### config.mk
export PLATFORM = sky130hd
export DESIGN_NAME = stt_queue
export DESIGN_NICKNAME = d
export VERILOG_FILES = /design/src/sv/stt_pkg.sv /design/src/sv/stt_queue.sv
export SDC_FILE = /design/constraint.sdc
export NUM_CORES = 1
export LEC_CHECK = 0
export BUFFER_PORTS_ARGS = -buffer_cell sky130_fd_sc_hd__buf_2
export CAP_MARGIN = 0
export CORE_ASPECT_RATIO = 1.25
export CORE_MARGIN = 1.5
export CORE_UTILIZATION = 50
export DETAILED_ROUTE_END_ITERATION = 10
export PLACE_DENSITY = 0.76
export SLEW_MARGIN = 30
export SYNTH_ARGS = -nofsm -noshare
export SYNTH_HDL_FRONTEND = slang
export SYNTH_SLANG_ARGS = --single-unit
### constraint.sdc
create_clock -name clock -period 11.7 [get_ports clock]
set_input_delay 1.17 -clock clock [delete_from_list [all_inputs] [get_ports clock]]
set_output_delay 1.17 -clock clock [all_outputs]
set_load 0.02 [all_outputs]
### src/sv/stt_pkg.sv
// Shared types and constants for the success trace table.
// Used by the front end, request queue, table engine and top level.
`default_nettype none
package stt_pkg;

   localparam logic [1:0] FUNC_RECORD      = 2'd0;
   localparam logic [1:0] FUNC_LOOKUP      = 2'd1;
   localparam logic [1:0] FUNC_CONSOLIDATE = 2'd2;

   localparam logic [0:0] CSR_ENTRY_LIMIT = 1'b0;
   localparam logic [0:0] CSR_MIN_RATE    = 1'b1;

   localparam logic [16:0] SECONDS_PER_DAY = 17'd86400;
   localparam int unsigned STALE_DAYS = 30;
   localparam int unsigned DECAY_DAYS = 14;
   localparam logic [31:0] FAIL_PRUNE = 32'd2;
   localparam logic [31:0] SAT32      = 32'hFFFF_FFFF;

   typedef struct packed {
      logic [1:0]  func;
      logic [63:0] key_tag;
      logic        succeeded;
      logic [15:0] steps_handle;
      logic [23:0] duration_ms;
      logic [33:0] now_seconds;
   } req_type;

   typedef struct packed {
      logic        hit;
      logic [15:0] found_steps;
      logic [31:0] found_avg;
      logic [4:0]  entry_count;
   } rsp_type;

   // Classified command handed from front end to table engine
   typedef struct packed {
      logic        is_record;
      logic        is_lookup;
      logic        is_consol;
      logic [63:0] key;
      logic        succeeded;
      logic [15:0] steps;
      logic [31:0] q_ms;
      logic [33:0] now;
   } cmd_type;

endpackage
`default_nettype wire

### src/sv/stt_queue.sv
// Two-entry request queue between front end and table engine.
// Depends on stt_pkg.
`default_nettype none
module stt_queue (
   input  wire              clock,
   input  wire              reset,
   input  wire              in_valid,
   output logic             in_stall,
   input  stt_pkg::cmd_type in_data,
   output logic             out_valid,
   input  wire              out_stall,
   output stt_pkg::cmd_type out_data
);

   stt_pkg::cmd_type mem_ff [2];
   logic       wr_ff, rd_ff;
   logic [1:0] cnt_ff;
   logic       push, pop;

   assign in_stall = cnt_ff == 2'd2;
   assign out_valid = cnt_ff != 2'd0;
   assign out_data = mem_ff[rd_ff];
   assign push = in_valid && !in_stall;
   assign pop = out_valid && !out_stall;

   always_ff @(posedge clock) begin
      if (reset) begin
         wr_ff <= 1'b0;
         rd_ff <= 1'b0;
         cnt_ff <= 2'd0;
      end else begin
         if (push) wr_ff <= ~wr_ff;
         if (pop) rd_ff <= ~rd_ff;
         cnt_ff <= cnt_ff + {1'b0, push} - {1'b0, pop};
      end
      if (push) mem_ff[wr_ff] <= in_data;
   end

endmodule
`default_nettype wire

## Word-level counts from Yosys, hierarchy flattened

Memories as Yosys holds them, arrays and structs flattened. A register that Yosys moved wholly into a read port is not among the register bits.
Index checks and enable logic that the tools add are counted.

| operators by class | value |
|---|---|
| mux-type cells | 4 |
| multiply operators | 0 |
| equality and inequality tests | 1 |
| add/sub/neg operators | 2 |
| reduce and logical (&&, ||, !) cells | 5 |
| div/mod/pow operators | 0 |
| $lt $le $gt $ge | 0 |
| bitwise logic cells | 2 |
| shifts and indexed selects | 0 |

Operator list:

| cell | count |
|---|---|
| two-way mux 1 bit | 4 |
| adder 2 x 1 -> 2 bit | 1 |
| equality test 2 bit, second input constant | 1 |
| logical AND 1 bit | 2 |
| zero test 1 bit | 2 |
| NOT 1 bit | 2 |
| nonzero test 2 bit | 1 |
| subtractor 2 x 1 -> 2 bit | 1 |

| word-level totals | value |
|---|---|
| memories kept | 1 |
| RAM bits | 300 |
| word-level logic and storage cells | 18 |
| memory bits (read-only) | 0 |
| latch bits | 0 |
| flip-flop bits (word level) | 4 |
| input port bits | 154 |

Memories:

| name | words | bits a word | rd ports | clocked after Yosys merged registers in | write ports | line | source |
|---|---|---|---|---|---|---|---|
| mem_ff | 2 | 150 | 1 | 1 | 1 | stt_queue.sv:15 | `stt_pkg::cmd_type mem_ff [2];` |

## Logic depth before layout (Yosys ltp)

| logic depth | value |
|---|---|
| word-level depth | 5 |
| mapped depth | 8 |
| mapped depth without buffers | 8 |

## Worst setup path before layout

No wires, ideal clock.

| timing | value |
|---|---|
| path type | in2reg |
| start | input port in_valid |
| end | memory mem_ff[1][0] (netlist name) (enable) |
| arrival time | 4.662 ns |
| slack | 6.509 ns |
| cell stages on the path | 1 |
| required time | 11.172 ns |
| cells stage by stage | and3_1 |

| between the ends | value |
|---|---|
| longest elaborated chain between the ends | 3 |

Ends and longest elaborated chain:

| element | line | source |
|---|---|---|
| start, declared | stt_queue.sv:7 | `input wire in_valid,` |
| logical AND 1 bit | stt_queue.sv:23 | `assign push = in_valid && !in_stall;` |
| two-way mux 1 bit | stt_queue.sv:36 | `if (push) mem_ff[wr_ff] <= in_data;` |
| two-way mux 1 bit (not written as such) | stt_queue.sv:36 |  |
| end, declared | stt_queue.sv:15 |  |

No other way between the ends.

==> run_results.csv <==
group,metric,value,unit
outcome,outcome,"finished clean",
setup_path,end_kind,"output pin",
floorplan,fp.coreArea,22400,µm²
power_and_ir_drop,power_density,219,nW/µm²
clock_network,postCtsSetupBuffers,0,
setup_path,cp.arrival,2450,ps
yosys,netlist_area,11500,µm²
clock_network,cts.clk_slew.worst_paths,60,ps
floorplan,die_area,23900,µm²
clock_network,tritoncts,"built",
final_layout,seqCellArea,9110,µm²
drt,vias,5636,
drt,dr_wl_met2,10.7,mm
drt,dr.max_layer_used,"met5",
setup_path,required,10530,ps
yosys,seq_area_frac_synth,0.794,
global_route,grt-ovfl-total,0,
drt,antenna_left,0,
place,place_inst,1070,
sta,max_freq,0.276,GHz
sta,tns,0,ps
floorplan,core.rowCount,61,
sta,rsz0062_at_grt,"no",
drt,drc,0,
drt,wire_per_inst,18.3,µm
place,placed_cell_area,13200,µm²
yosys,synth_top_area_cell,"edfxtp_1",
setup_path,crit_chain,"buf_6 > mux2_2 > buf_2",
setup_path,cp_max_fo,70,
place,place.gp.congestion,0.750,
power_and_ir_drop,power.leakage,5.47,nW
setup_path,crit_slowest_cell,"dfxtp_4",
final_layout,drive_above_1_share,0.592,
setup_path,max_stage_delay,620,ps
sta,fin_crit,3620,ps
yosys,synth_cell_type_count,19,
yosys,yosys.area.top_type_share,0.785,
sta,finalHoldViolCount,0,
final_layout,mostFrequentLayoutCell,"buf_2",
yosys,syn_avg_cell_area,23.2,µm²
clock_network,clk_latency,540,ps
final_layout,layout_common_cells,"buf_2 (305), edfxtp_1 (300), mux2_4 (100)",
final_layout,instances_no_fill,1123,
drt,dr_wl_met3,1.54,mm
place,place_hpwl,13.6,mm
drt,dr.pass1.iters,4,
final_layout,final_core_util,0.632,
sta,tightest_slew,807,ps
sta,period_share,0.310,
global_route,grt_antenna_before_repair,5,
final_layout,multi_input_area,2180,µm²
clock_network,cts_buffer_depth,3,
clock_network,cts_hold_buffers,0,
clock_network,cts-root-buf,"clkbuf_16",
drt,wl_met1,7.57,mm
clock_network,numCtsBuffers,28,
sta,finalClockSkew,19.8,ps
power_and_ir_drop,p_total,3.09,mW
drt,via_per_inst,5.02,
yosys,ys.warnings.count,0,
final_layout,fillers,1579,
final_layout,nNetsFinal,974,
yosys,synthTopCellsByArea,"edfxtp_1 (79%), mux2_4 (13%), mux2_2 (4.9%)",
yosys,ys_ff_latch,305,
sta,finalSetupViolCount,0,
floorplan,die_h,172,µm
power_and_ir_drop,peakVddDrop,0.143,mV
min_path,hp-class,"register to register",
global_route,first_global_vias,5738,
run,drv_cap,0,
global_route,grt_use_total,0.162,
place,io_buffer_count,305,
global_route,grt_pass1_wl,29.9,mm
yosys,syn_nets,651,
setup_path,path_class,"register to output pin",
floorplan,io_pins,306,
setup_path,cp-start-kind,"register",
floorplan,initial_utilization,0.513,
yosys,synth_cells,495,
drt,wl,20.5,mm
final_layout,area_growth,23.2,%
floorplan,die_w,138,µm
global_route,grt_max_degree,81,
sta,drv_slew,0,
final_layout,fin_area,14100,µm²
clock_network,clkSinkCount,305,
sta,relSlewSlack,0.462,
clock_network,postCtsResizedCells,0,
clock_network,htreeDepth,1,
drt,drtIter0Drc,297,
-- stage by stage --
step,setup slack (ps),hold WS (ps)
3_5_place_dp,8250,495
2_1_floorplan,6510,452
5_1_grt,7960,570
6_report,8080,508
3_3_place_gp,8030,475
4_1_cts,8030,509
-- worst max-delay path: cells and delay by family (launching register included) --
kind	cells	cell delay, ps
flops	1	620
mux	1	430
buf+inv	2	750
-- final timing paths --
path / slack [ps] / endpoint / startpoint / depth (start not counted)
hold reg to reg: 510 / wr_ff$_SDFFE_PP0N_ / wr_ff$_SDFFE_PP0N_ / 2
setup reg to reg: 9050 / mem_ff[0][9]$_DFFE_PP_ / cnt_ff[0]$_SDFF_PP0_ / 5
setup / recovery: 8080 / out_data[149] / register / 3
hold / removal: 510 / wr_ff$_SDFFE_PP0N_ / wr_ff$_SDFFE_PP0N_ / 2
-- cells in the mapped netlist, drive strengths merged --
master / count
o21ai: 2
buf: 17
mux2: 150
xnor2: 1
nand2: 1
edfxtp: 300
or3: 2
dfxtp: 5
ha: 2
xor2: 1
and3: 1
nor2: 3
nor2b: 1
nand2b: 1
a21oi: 3
inv: 5
-- per-layer routing --
metal	global-route usage	vias to the layer above
li1	-	2613
met1	0.181	2766
met2	0.288	204
met3	0.0479	51
met4	0.0700	2
met5	0	-
-- flip-flops by register name, summed over array words and instances (netlist names), named ones only --
signal  flops
mem_ff    300
cnt_ff      2
rd_ff       1
wr_ff       1
-- layout make-up --
type,instances,share of cell area
sequential,305,0.645
timing repair buffer,310,0.113
antenna,4,0.000708
tap,283,0.0251
multi-input combinational,168,0.154
clock buffer,40,0.0543
inverter,5,0.00168
clock inverter,8,0.00593
-- cells by family after synthesis --
| logic type | Yosys count | synth area share |
|---|---|---|
| adders and majority gates | 2 | 0.00218 |
| and+or+nand+nor | 9 | 0.00404 |
| AOI/OAI and AO/OA | 5 | 0.00218 |
| muxes | 150 | 0.180 |
| buffers and inverters | 22 | 0.0159 |
| DFF | 305 | 0.794 |
| xor gates and xnor gates | 2 | 0.00153 |
-- report_power, final --
part / leakage [nW] / internal [mW] / switching, mW
sequential: 2.85 / 1.37 / 0.0455
combinational: 2.21 / 0.355 / 0.467
clock: 0.410 / 0.495 / 0.359
Power figures use the tool's default switching activity.
